[src/design/pid_position_drive_macros.svh]
// assertion macros for the pid_position_drive rtl, used in pidpd_error
// expects i_clk and i_rst_n in the scope of each use
`ifndef PID_POSITION_DRIVE_MACROS_SVH
`define PID_POSITION_DRIVE_MACROS_SVH

// condition that must hold at every clock edge out of reset
`define PIDPD_CHECK(lbl, expr, msg) \
    lbl: assert property (@(posedge i_clk) disable iff (!i_rst_n) (expr)) else $error(msg);

// implication checked at the same clock edge
`define PIDPD_CHECK_IMPL(lbl, ante, cons, msg) \
    lbl: assert property (@(posedge i_clk) disable iff (!i_rst_n) (ante) |-> (cons)) else $error(msg);

`endif

[src/design/pidpd_pkg.sv]
// shared widths, constants, codes and beat types for pid_position_drive
// no dependencies
`default_nettype none

package pidpd_pkg;

    localparam int unsigned POS_W      = 10;
    localparam int unsigned GAIN_W     = 15;
    localparam int unsigned ERR_W      = POS_W + 1;
    localparam int unsigned DELTA_W    = ERR_W + 1;
    localparam int unsigned SUM_W      = GAIN_W + 1;
    localparam int unsigned ACC_W      = SUM_W + 1;
    localparam int unsigned FRAC_W     = 12;
    localparam int unsigned P_PROD_W   = ERR_W + GAIN_W + 1;
    localparam int unsigned I_PROD_W   = SUM_W + GAIN_W + 1;
    localparam int unsigned D_PROD_W   = DELTA_W + GAIN_W + 1;
    localparam int unsigned DRIVE_W    = 8;
    localparam int unsigned EFFORT_W   = 8;
    localparam int unsigned CFG_IDX_W  = 3;
    localparam int unsigned CFG_DATA_W = GAIN_W;

    localparam logic signed [ERR_W-1:0]    SMALL_ERROR   = ERR_W'(5);
    localparam logic signed [EFFORT_W-1:0] EFFORT_MAX    = EFFORT_W'(127);
    localparam logic [DRIVE_W-1:0]         NEUTRAL       = DRIVE_W'(127);
    localparam logic [GAIN_W-1:0]          LIMIT_DEFAULT = GAIN_W'(1000);

    typedef enum logic [CFG_IDX_W-1:0] {
        CFG_GAIN_P          = 3'd0,
        CFG_GAIN_I          = 3'd1,
        CFG_GAIN_D          = 3'd2,
        CFG_INTEGRAL_LIMIT  = 3'd3,
        CFG_FIRST_REVERSED  = 3'd4,
        CFG_SECOND_REVERSED = 3'd5
    } t_cfg_idx;

    typedef struct packed {
        logic [GAIN_W-1:0] gain_p;
        logic [GAIN_W-1:0] gain_i;
        logic [GAIN_W-1:0] gain_d;
        logic [GAIN_W-1:0] integral_limit;
        logic              first_reversed;
        logic              second_reversed;
    } t_cfg;

    // error stage result
    typedef struct packed {
        logic signed [ERR_W-1:0]   err;
        logic signed [DELTA_W-1:0] delta;
        logic signed [SUM_W-1:0]   sum;
    } t_err_beat;

    // raw products of the integer terms and the q3.12 gains, each with 12 fraction bits
    typedef struct packed {
        logic signed [P_PROD_W-1:0] p_prod;
        logic signed [I_PROD_W-1:0] i_prod;
        logic signed [D_PROD_W-1:0] d_prod;
    } t_term_beat;

endpackage

`default_nettype wire

[src/design/pidpd_error.sv]
// error, delta and clamped integral stage; holds the controller state
// depends on pidpd_pkg and pid_position_drive_macros.svh
`default_nettype none

`include "pid_position_drive_macros.svh"

module pidpd_error (
    input  logic                              i_clk,
    input  logic                              i_rst_n,
    input  logic                              i_valid,
    output logic                              o_ready,
    input  logic [pidpd_pkg::POS_W-1:0]       i_measured_position,
    input  logic [pidpd_pkg::POS_W-1:0]       i_target_position,
    input  logic [pidpd_pkg::GAIN_W-1:0]      i_integral_limit,
    output logic                              o_valid,
    input  logic                              i_ready,
    output pidpd_pkg::t_err_beat              o_beat
);
    import pidpd_pkg::*;

    localparam logic signed [SUM_W-1:0] SUM_NEG_FULL = {1'b1, {(SUM_W-1){1'b0}}};

    logic                      r_valid;
    t_err_beat                 r_beat;
    logic signed [ERR_W-1:0]   r_last_error;
    logic signed [SUM_W-1:0]   r_error_sum;

    logic                      adv;
    logic signed [ERR_W-1:0]   n_err;
    logic signed [DELTA_W-1:0] n_delta;
    logic signed [ACC_W-1:0]   acc;
    logic signed [ACC_W-1:0]   lim_pos;
    logic signed [ACC_W-1:0]   lim_neg;
    logic signed [ACC_W-1:0]   clamped;
    logic                      small_err;
    logic signed [SUM_W-1:0]   n_sum;

    assign o_ready = !r_valid || i_ready;
    assign adv     = i_valid && o_ready;

    always_comb begin
        n_err   = $signed({1'b0, i_measured_position}) - $signed({1'b0, i_target_position});
        n_delta = $signed({r_last_error[ERR_W-1], r_last_error})
                - $signed({n_err[ERR_W-1], n_err});
        acc     = $signed({r_error_sum[SUM_W-1], r_error_sum})
                + $signed({{(ACC_W-ERR_W){n_err[ERR_W-1]}}, n_err});
        lim_pos = $signed({{(ACC_W-GAIN_W){1'b0}}, i_integral_limit});
        lim_neg = -lim_pos;
        if (acc > lim_pos) begin
            clamped = lim_pos;
        end else if (acc < lim_neg) begin
            clamped = lim_neg;
        end else begin
            clamped = acc;
        end
        small_err = (n_err < SMALL_ERROR) && (n_err > -SMALL_ERROR);
        // clamp keeps the magnitude within 15 bits, so the top bit is redundant
        n_sum = small_err ? '0 : clamped[SUM_W-1:0];
    end

    always_ff @(posedge i_clk) begin
        if (!i_rst_n) begin
            r_valid      <= 1'b0;
            r_last_error <= '0;
            r_error_sum  <= '0;
        end else begin
            if (o_ready) begin
                r_valid <= i_valid;
            end
            if (adv) begin
                r_last_error <= n_err;
                r_error_sum  <= n_sum;
            end
        end
    end

    always_ff @(posedge i_clk) begin
        if (adv) begin
            r_beat.err   <= n_err;
            r_beat.delta <= n_delta;
            r_beat.sum   <= n_sum;
        end
    end

    assign o_valid = r_valid;
    assign o_beat  = r_beat;

    `PIDPD_CHECK_IMPL(a_small_err_clears_sum, r_valid && (r_beat.err < SMALL_ERROR) && (r_beat.err > -SMALL_ERROR), r_beat.sum == '0, "small error left a nonzero integral")
    `PIDPD_CHECK_IMPL(a_state_tracks_beat, r_valid, (r_last_error == r_beat.err) && (r_error_sum == r_beat.sum), "controller state out of step with held beat")
    `PIDPD_CHECK(a_sum_bounded, r_error_sum != SUM_NEG_FULL, "integral beyond the widest limit")

endmodule

`default_nettype wire

[src/design/pidpd_terms.sv]
// gain multiply stage: three products of the q3.12 gains, 12 fraction bits, registered
// depends on pidpd_pkg
`default_nettype none

module pidpd_terms (
    input  logic                         i_clk,
    input  logic                         i_rst_n,
    input  logic                         i_valid,
    output logic                         o_ready,
    input  pidpd_pkg::t_err_beat         i_beat,
    input  logic [pidpd_pkg::GAIN_W-1:0] i_gain_p,
    input  logic [pidpd_pkg::GAIN_W-1:0] i_gain_i,
    input  logic [pidpd_pkg::GAIN_W-1:0] i_gain_d,
    output logic                         o_valid,
    input  logic                         i_ready,
    output pidpd_pkg::t_term_beat        o_beat
);
    import pidpd_pkg::*;

    logic       r_valid;
    t_term_beat r_beat;
    t_term_beat n_beat;
    logic       adv;

    assign o_ready = !r_valid || i_ready;
    assign adv     = i_valid && o_ready;

    always_comb begin
        n_beat.p_prod = i_beat.err   * $signed({1'b0, i_gain_p});
        n_beat.i_prod = i_beat.sum   * $signed({1'b0, i_gain_i});
        n_beat.d_prod = i_beat.delta * $signed({1'b0, i_gain_d});
    end

    always_ff @(posedge i_clk) begin
        if (!i_rst_n) begin
            r_valid <= 1'b0;
        end else if (o_ready) begin
            r_valid <= i_valid;
        end
    end

    always_ff @(posedge i_clk) begin
        if (adv) begin
            r_beat <= n_beat;
        end
    end

    assign o_valid = r_valid;
    assign o_beat  = r_beat;

endmodule

`default_nettype wire

[src/design/pidpd_mix.sv]
// scale, sum and saturate the three terms; form the drive bytes
// depends on pidpd_pkg
`default_nettype none

module pidpd_mix (
    input  logic                           i_clk,
    input  logic                           i_rst_n,
    input  logic                           i_valid,
    output logic                           o_ready,
    input  pidpd_pkg::t_term_beat          i_beat,
    input  logic                           i_first_reversed,
    input  logic                           i_second_reversed,
    output logic                           o_valid,
    input  logic                           i_ready,
    output logic [pidpd_pkg::DRIVE_W-1:0]  o_first_drive,
    output logic [pidpd_pkg::DRIVE_W-1:0]  o_second_drive,
    output logic signed [pidpd_pkg::EFFORT_W-1:0] o_control_effort
);
    import pidpd_pkg::*;

    localparam int unsigned TOTAL_W = I_PROD_W - FRAC_W + 2;
    localparam logic signed [I_PROD_W-1:0] ROUND_BIAS =
        {{(I_PROD_W-FRAC_W){1'b0}}, {FRAC_W{1'b1}}};

    // divide by 4096 rounding toward zero
    function automatic logic signed [TOTAL_W-1:0] q12_trunc(
        input logic signed [I_PROD_W-1:0] v
    );
        logic signed [I_PROD_W-1:0] biased;
        logic signed [I_PROD_W-1:0] shifted;
        biased  = v + (v[I_PROD_W-1] ? ROUND_BIAS : '0);
        shifted = biased >>> FRAC_W;
        return shifted[TOTAL_W-1:0];
    endfunction

    logic                        r_valid;
    logic [DRIVE_W-1:0]          r_first_drive;
    logic [DRIVE_W-1:0]          r_second_drive;
    logic signed [EFFORT_W-1:0]  r_control_effort;

    logic                        adv;
    logic signed [I_PROD_W-1:0]  p_ext;
    logic signed [I_PROD_W-1:0]  d_ext;
    logic signed [TOTAL_W-1:0]   total;
    logic signed [TOTAL_W-1:0]   eff_max;
    logic signed [EFFORT_W-1:0]  n_effort;
    logic [DRIVE_W-1:0]          eff_bits;
    logic [DRIVE_W-1:0]          drive_pos;
    logic [DRIVE_W-1:0]          drive_neg;

    assign o_ready = !r_valid || i_ready;
    assign adv     = i_valid && o_ready;

    always_comb begin
        p_ext   = {{(I_PROD_W-P_PROD_W){i_beat.p_prod[P_PROD_W-1]}}, i_beat.p_prod};
        d_ext   = {{(I_PROD_W-D_PROD_W){i_beat.d_prod[D_PROD_W-1]}}, i_beat.d_prod};
        total   = q12_trunc(p_ext) + q12_trunc(i_beat.i_prod) + q12_trunc(d_ext);
        eff_max = {{(TOTAL_W-EFFORT_W){1'b0}}, EFFORT_MAX};
        if (total > eff_max) begin
            n_effort = EFFORT_MAX;
        end else if (total < -eff_max) begin
            n_effort = -EFFORT_MAX;
        end else begin
            n_effort = total[EFFORT_W-1:0];
        end
        // results stay in 0..254, so modulo-256 arithmetic is exact
        eff_bits  = n_effort;
        drive_pos = NEUTRAL + eff_bits;
        drive_neg = NEUTRAL - eff_bits;
    end

    always_ff @(posedge i_clk) begin
        if (!i_rst_n) begin
            r_valid <= 1'b0;
        end else if (o_ready) begin
            r_valid <= i_valid;
        end
    end

    always_ff @(posedge i_clk) begin
        if (adv) begin
            r_control_effort <= n_effort;
            r_first_drive    <= i_first_reversed  ? drive_neg : drive_pos;
            r_second_drive   <= i_second_reversed ? drive_neg : drive_pos;
        end
    end

    assign o_valid          = r_valid;
    assign o_first_drive    = r_first_drive;
    assign o_second_drive   = r_second_drive;
    assign o_control_effort = r_control_effort;

endmodule

`default_nettype wire

[src/design/pid_position_drive.sv]
// a beat accepted from the inputs passes the input register, error stage, multiply stage
// and result register in that order, and is driven to the outputs from the result register
// throughput: one beat per cycle unless stalled; each stage register frees itself when
// its consumer takes the beat, so a stalled result still lets earlier stages fill
// reset: synchronous active-low; clears stage valids, integral and last error,
// and loads the gains with 0, the integral limit with 1000 and both reverse bits with 0
`default_nettype none

module pid_position_drive (
    input  logic                              i_clk,
    input  logic                              i_rst_n,
    // configuration write port
    input  logic                              i_cfg_we,
    input  logic [pidpd_pkg::CFG_IDX_W-1:0]   i_cfg_index,
    input  logic [pidpd_pkg::CFG_DATA_W-1:0]  i_cfg_data,
    // input beats: one control tick each
    input  logic                              i_valid,
    output logic                              o_ready,
    input  logic [pidpd_pkg::POS_W-1:0]       i_measured_position,
    input  logic [pidpd_pkg::POS_W-1:0]       i_target_position,
    // result beats
    output logic                              o_valid,
    input  logic                              i_ready,
    output logic [pidpd_pkg::DRIVE_W-1:0]     o_first_drive,
    output logic [pidpd_pkg::DRIVE_W-1:0]     o_second_drive,
    output logic signed [pidpd_pkg::EFFORT_W-1:0] o_control_effort
);
    import pidpd_pkg::*;

    // configuration registers
    t_cfg r_cfg;

    // input register
    logic               r_in_valid;
    logic [POS_W-1:0]   r_measured_position;
    logic [POS_W-1:0]   r_target_position;

    logic               err_ready;
    logic               err_valid;
    t_err_beat          err_beat;
    logic               terms_ready;
    logic               terms_valid;
    t_term_beat         terms_beat;
    logic               mix_ready;

    // register writes; unknown indexes fall through and are dropped
    always_ff @(posedge i_clk) begin
        if (!i_rst_n) begin
            r_cfg.gain_p          <= '0;
            r_cfg.gain_i          <= '0;
            r_cfg.gain_d          <= '0;
            r_cfg.integral_limit  <= LIMIT_DEFAULT;
            r_cfg.first_reversed  <= 1'b0;
            r_cfg.second_reversed <= 1'b0;
        end else if (i_cfg_we) begin
            case (t_cfg_idx'(i_cfg_index))
                CFG_GAIN_P: begin
                    r_cfg.gain_p <= i_cfg_data;
                end
                CFG_GAIN_I: begin
                    r_cfg.gain_i <= i_cfg_data;
                end
                CFG_GAIN_D: begin
                    r_cfg.gain_d <= i_cfg_data;
                end
                CFG_INTEGRAL_LIMIT: begin
                    r_cfg.integral_limit <= i_cfg_data;
                end
                CFG_FIRST_REVERSED: begin
                    r_cfg.first_reversed <= i_cfg_data[0];
                end
                CFG_SECOND_REVERSED: begin
                    r_cfg.second_reversed <= i_cfg_data[0];
                end
                default: begin
                end
            endcase
        end
    end

    // input register: takes a beat whenever it is empty or being drained
    assign o_ready = !r_in_valid || err_ready;

    always_ff @(posedge i_clk) begin
        if (!i_rst_n) begin
            r_in_valid <= 1'b0;
        end else if (o_ready) begin
            r_in_valid <= i_valid;
        end
    end

    always_ff @(posedge i_clk) begin
        if (i_valid && o_ready) begin
            r_measured_position <= i_measured_position;
            r_target_position   <= i_target_position;
        end
    end

    // error, delta and anti-windup integral; the state updates once per beat
    pidpd_error u_error (
        .i_clk               (i_clk),
        .i_rst_n             (i_rst_n),
        .i_valid             (r_in_valid),
        .o_ready             (err_ready),
        .i_measured_position (r_measured_position),
        .i_target_position   (r_target_position),
        .i_integral_limit    (r_cfg.integral_limit),
        .o_valid             (err_valid),
        .i_ready             (terms_ready),
        .o_beat              (err_beat)
    );

    // three gain multipliers, one per term
    pidpd_terms u_terms (
        .i_clk    (i_clk),
        .i_rst_n  (i_rst_n),
        .i_valid  (err_valid),
        .o_ready  (terms_ready),
        .i_beat   (err_beat),
        .i_gain_p (r_cfg.gain_p),
        .i_gain_i (r_cfg.gain_i),
        .i_gain_d (r_cfg.gain_d),
        .o_valid  (terms_valid),
        .i_ready  (mix_ready),
        .o_beat   (terms_beat)
    );

    // truncate, sum, saturate and build the drive bytes into the result register
    pidpd_mix u_mix (
        .i_clk             (i_clk),
        .i_rst_n           (i_rst_n),
        .i_valid           (terms_valid),
        .o_ready           (mix_ready),
        .i_beat            (terms_beat),
        .i_first_reversed  (r_cfg.first_reversed),
        .i_second_reversed (r_cfg.second_reversed),
        .o_valid           (o_valid),
        .i_ready           (i_ready),
        .o_first_drive     (o_first_drive),
        .o_second_drive    (o_second_drive),
        .o_control_effort  (o_control_effort)
    );

endmodule

`default_nettype wire
[config.mk]
export PLATFORM = sky130hd
export DESIGN_NAME = pid_position_drive
export DESIGN_NICKNAME = d
export VERILOG_FILES = /design/src/design/pidpd_pkg.sv /design/src/design/pidpd_error.sv /design/src/design/pidpd_terms.sv /design/src/design/pidpd_mix.sv /design/src/design/pid_position_drive.sv
export VERILOG_INCLUDE_DIRS = /design/src /design/src/design
export SDC_FILE = /design/constraint.sdc
export NUM_CORES = 2
export LEC_CHECK = 0
export ABC_CLOCK_PERIOD_IN_PS = 9650
export BUFFER_PORTS_ARGS = -buffer_cell sky130_fd_sc_hd__buf_2
export CORE_ASPECT_RATIO = 0.75
export CORE_MARGIN = 5
export CORE_UTILIZATION = 40
export CTS_CLUSTER_SIZE = 25
export DETAILED_ROUTE_END_ITERATION = 16
export MAX_ROUTING_LAYER = met4
export SLEW_MARGIN = 20
export SYNTH_ARGS = -nofsm -noshare
export SYNTH_HDL_FRONTEND = slang
export SYNTH_SLANG_ARGS = --single-unit
[constraint.sdc]
create_clock -name i_clk -period 9.65 [get_ports i_clk]
set_input_delay 1.4475 -clock i_clk [delete_from_list [all_inputs] [get_ports i_clk]]
set_output_delay 1.4475 -clock i_clk [all_outputs]
set_load 0.02 [all_outputs]
==> flow_summary.yaml <==
outcome:
  status: "finished, final reports clean"
floorplanning:
  die_x_microns: 355
  die_h_microns: 269
  core-area_sq_um: 89100
  ios: 69
  initial_core_util: 0.402
  row_count: 95
  die-area_sq_um: 95700
synth:
  ys_ff_latch: 263
  synth.avg_cell_area_sq_um: 9.32
  ys_seq_area_frac: 0.195
  syn_inst: 3844
  synth.net_count: 4771
  synth_top_area_share: 0.290
  ys_warn_count: 0
  synth-edff-count: 170
  async_flop_share: 0
  synthFlopType: "edfxtp_1"
  synth_area_leader_cell: "fa_1"
  ys_top_cells_by_area: "fa_1, edfxtp_1, ha_1, inv_1, nand2_1"
  syn_area_sq_um: 35800
  ys_types: 79
sta:
  fin_crit_sh: 0.843
  worst_slack_ps: 1510
  slew_viol_final: 0
  fmax_mhz: 123
  setup_viol: 0
  tightest_slew_ps: 907
  max_slew_margin: 0.393
  rsz0062_at_grt: "no"
  finalSetupTns_ps: 0
  period_minus_slack_ps: 8140
  holdWs_ps: 459
  worst_clock_skew_ps: 18.5
  hold_viol_final: 0
layout:
  areaGrowthSynthToFinish_pct: 6.88
  finalNetCount: 4749
  drive_gt1_frac: 0.0466
  diodes: 0
  final_cell_mix: "inv_1, nand2_1, fa_1"
  final_common_cell: "inv_1"
critical_path:
  cp_slowest_cell: "a31oi_1"
  path_class: "flop to flop"
  worstPathArrival_ps: 8450
  cp.required_ps: 9960
  slowest_delay_ps: 690
  worst-path-buf-inv: 0
  cpLargestDelayFamily: "compound AO/OA/AOI/OAI gates"
  start_kind: "flop"
  critPathCaptureType: "flop"
  cp_common_cell: "a21o_1"
  cp_max_fo: 13
power_and_ir_drop:
  p_sw_mw: 2.09
  internal_power_mw: 3.00
  seq_power_share: 0.320
  p_clk_frac: 0.239
  p_per_area_nw_per_um2: 133
  peakVddDrop_v: 0.000137
  leakage_nw: 17.4
  total_power_mw: 5.09
  p_sw_frac: 0.410
  p_comb_frac: 0.442
routing:
  drt_pass1_iterations: 5
  vias_per_cell: 5.00
  ant_nets: 0
  vias: 25061
  routedWlPerCell_microns: 17.1
  routed_wl_mm: 85.7
  drc: 0
  drtIter0Drc: 1650
cts:
  hold_buffers: 0
  post_cts_buffers: 0
  cts.sinks: 263
  cts_root_buffer: "clkbuf_16"
  cts_tree: "built"
  htreeDepth: 1
  cts.repair.resized: 0
  clock_latency_ps: 600
  clockBufferDepth: 3
  cts.clk_slew.worst_paths_ps: 60
  cts_buffers: 29
global_routing:
  use_met3: 0.0400
  track_usage: 0.185
  top_usage_layer: "met1"
  grt_pass1_vias: 25071
  grtUsageMet1: 0.291
  grt_pass1_wl_mm: 139
  grtUsageMet2: 0.247
  gr-total-overflow: 0
  grt_max_degree: 85
  grt_antenna_before_repair: 3
place:
  dp_slack_ps: 1500
  place_hpwl_mm: 69.8
  place.gp.congestion: 0.879
  port_buffers: 68
run:
  maxCapViolations: 0
worst_hold_path:
  hold_class: "flop to flop"
[metal layers]
layer	up-vias	wire [microns]
met5	-	0
li1	12181	-
met3	68	6610
met1	12142	44400
met4	0	1320
met2	670	33300
[layout make-up]
class	instances	area [sq um]
clock buffers	37	786
fillers	8755	50900
inverters	683	2560
clock inverters	17	255
flip-flops and latches	263	6970
multi-input cells	2757	25800
well taps	1164	1460
repair buffers	88	490
[per-stage QoR]
stage               instance area (sq um)  instances   util
detailed placement                  37200       4955  0.418
global placement                    37200       4955  0.418
global route                        38300       5009  0.429
floorplan                           35800       3844      -
finish                              38300       5009  0.429
CTS                                 38300       5009  0.429
[cells in the mapped netlist (all sizes together) (24+ instances only)]
cell and instances:
ha 366, o21ai 107, nor2 119, clkbuf 132, inv 682, and3 24, edfxtp 170, nor2b 30
nand2 531, a21oi 119, a21boi 67, dfxtp 93, nand3 38, and2 281, fa 518, xnor2 130
nor3 36, xor2 50, nand2b 46, a21o 47
[worst register-to-register path: stages, from the launching register on]
cell       delay (ps)
edfxtp_1          590
ha_1              360
a31o_2            190
a21o_1            170
a21o_1            170
a21o_1            160
a2111oi_0         550
or3_1             250
a21oi_1           170
and3_1            280
a31oi_1           690
fa_1              530
ha_1              380
a21o_1            180
a21oi_1           130
a21oi_1           120
or4_1             550
a2111oi_2         350
nand4_1           130
or3_4             360
and2_4            220
and3b_1           230
ha_1              240
and3_1            230
a31oi_1            90
o32a_1            380
a2bb2oi_1         150
[final timing paths]
check | slack (ps) | startpoint | cells past startpoint | to
worst max register to register | 1510 | u_terms.o_beat[86] | 26 | u_mix.o_second_drive[6]
worst max-delay path | 1510 | u_terms.o_beat[86] | 26 | u_mix.o_second_drive[6]
worst min register to register | 460 | u_error.r_error_sum[14] | 2 | u_error.r_error_sum[14]
worst min-delay path | 460 | u_error.r_error_sum[14] | 2 | u_error.r_error_sum[14]
[state kept, by name (all words and copies together), names as in the netlist, 8 cells and up]
| register | cells |
|---|---|
| r_target_position | 10 |
| u_error.r_error_sum | 16 |
| u_error.r_last_error | 11 |
| r_cfg | 62 |
| u_mix.o_control_effort | 8 |
| u_terms.o_beat | 87 |
| u_mix.o_second_drive | 8 |
| r_measured_position | 10 |
| u_mix.o_first_drive | 8 |
| u_error.o_beat | 39 |
[power groups by stage]
| stage | Sequential, mW | Clock, mW | Combinational, mW |
|---|---|---|---|
| after floorplan | 1.46 | 0 | 1.78 |
| after global placement | 1.65 | 0 | 2.21 |
| after detailed placement | 1.65 | 0 | 2.24 |
| after CTS | 1.62 | 1.25 | 2.25 |
| after global routing | 1.65 | 1.30 | 2.57 |
| final | 1.63 | 1.22 | 2.25 |
[logic make-up (layout without fill, tap and decap cells)]
logic type | Yosys count | in the layout | synth area share
mux | 11 | 11 | 0.00308
xor+xnor | 180 | 180 | 0.0440
buf+inv | 824 | 825 | 0.0868
compound gates | 508 | 508 | 0.0952
flops | 263 | 263 | 0.195
fa+ha+maj | 884 | 884 | 0.417
simple gates | 1174 | 1174 | 0.159
(Power assumes the default switching activity.)
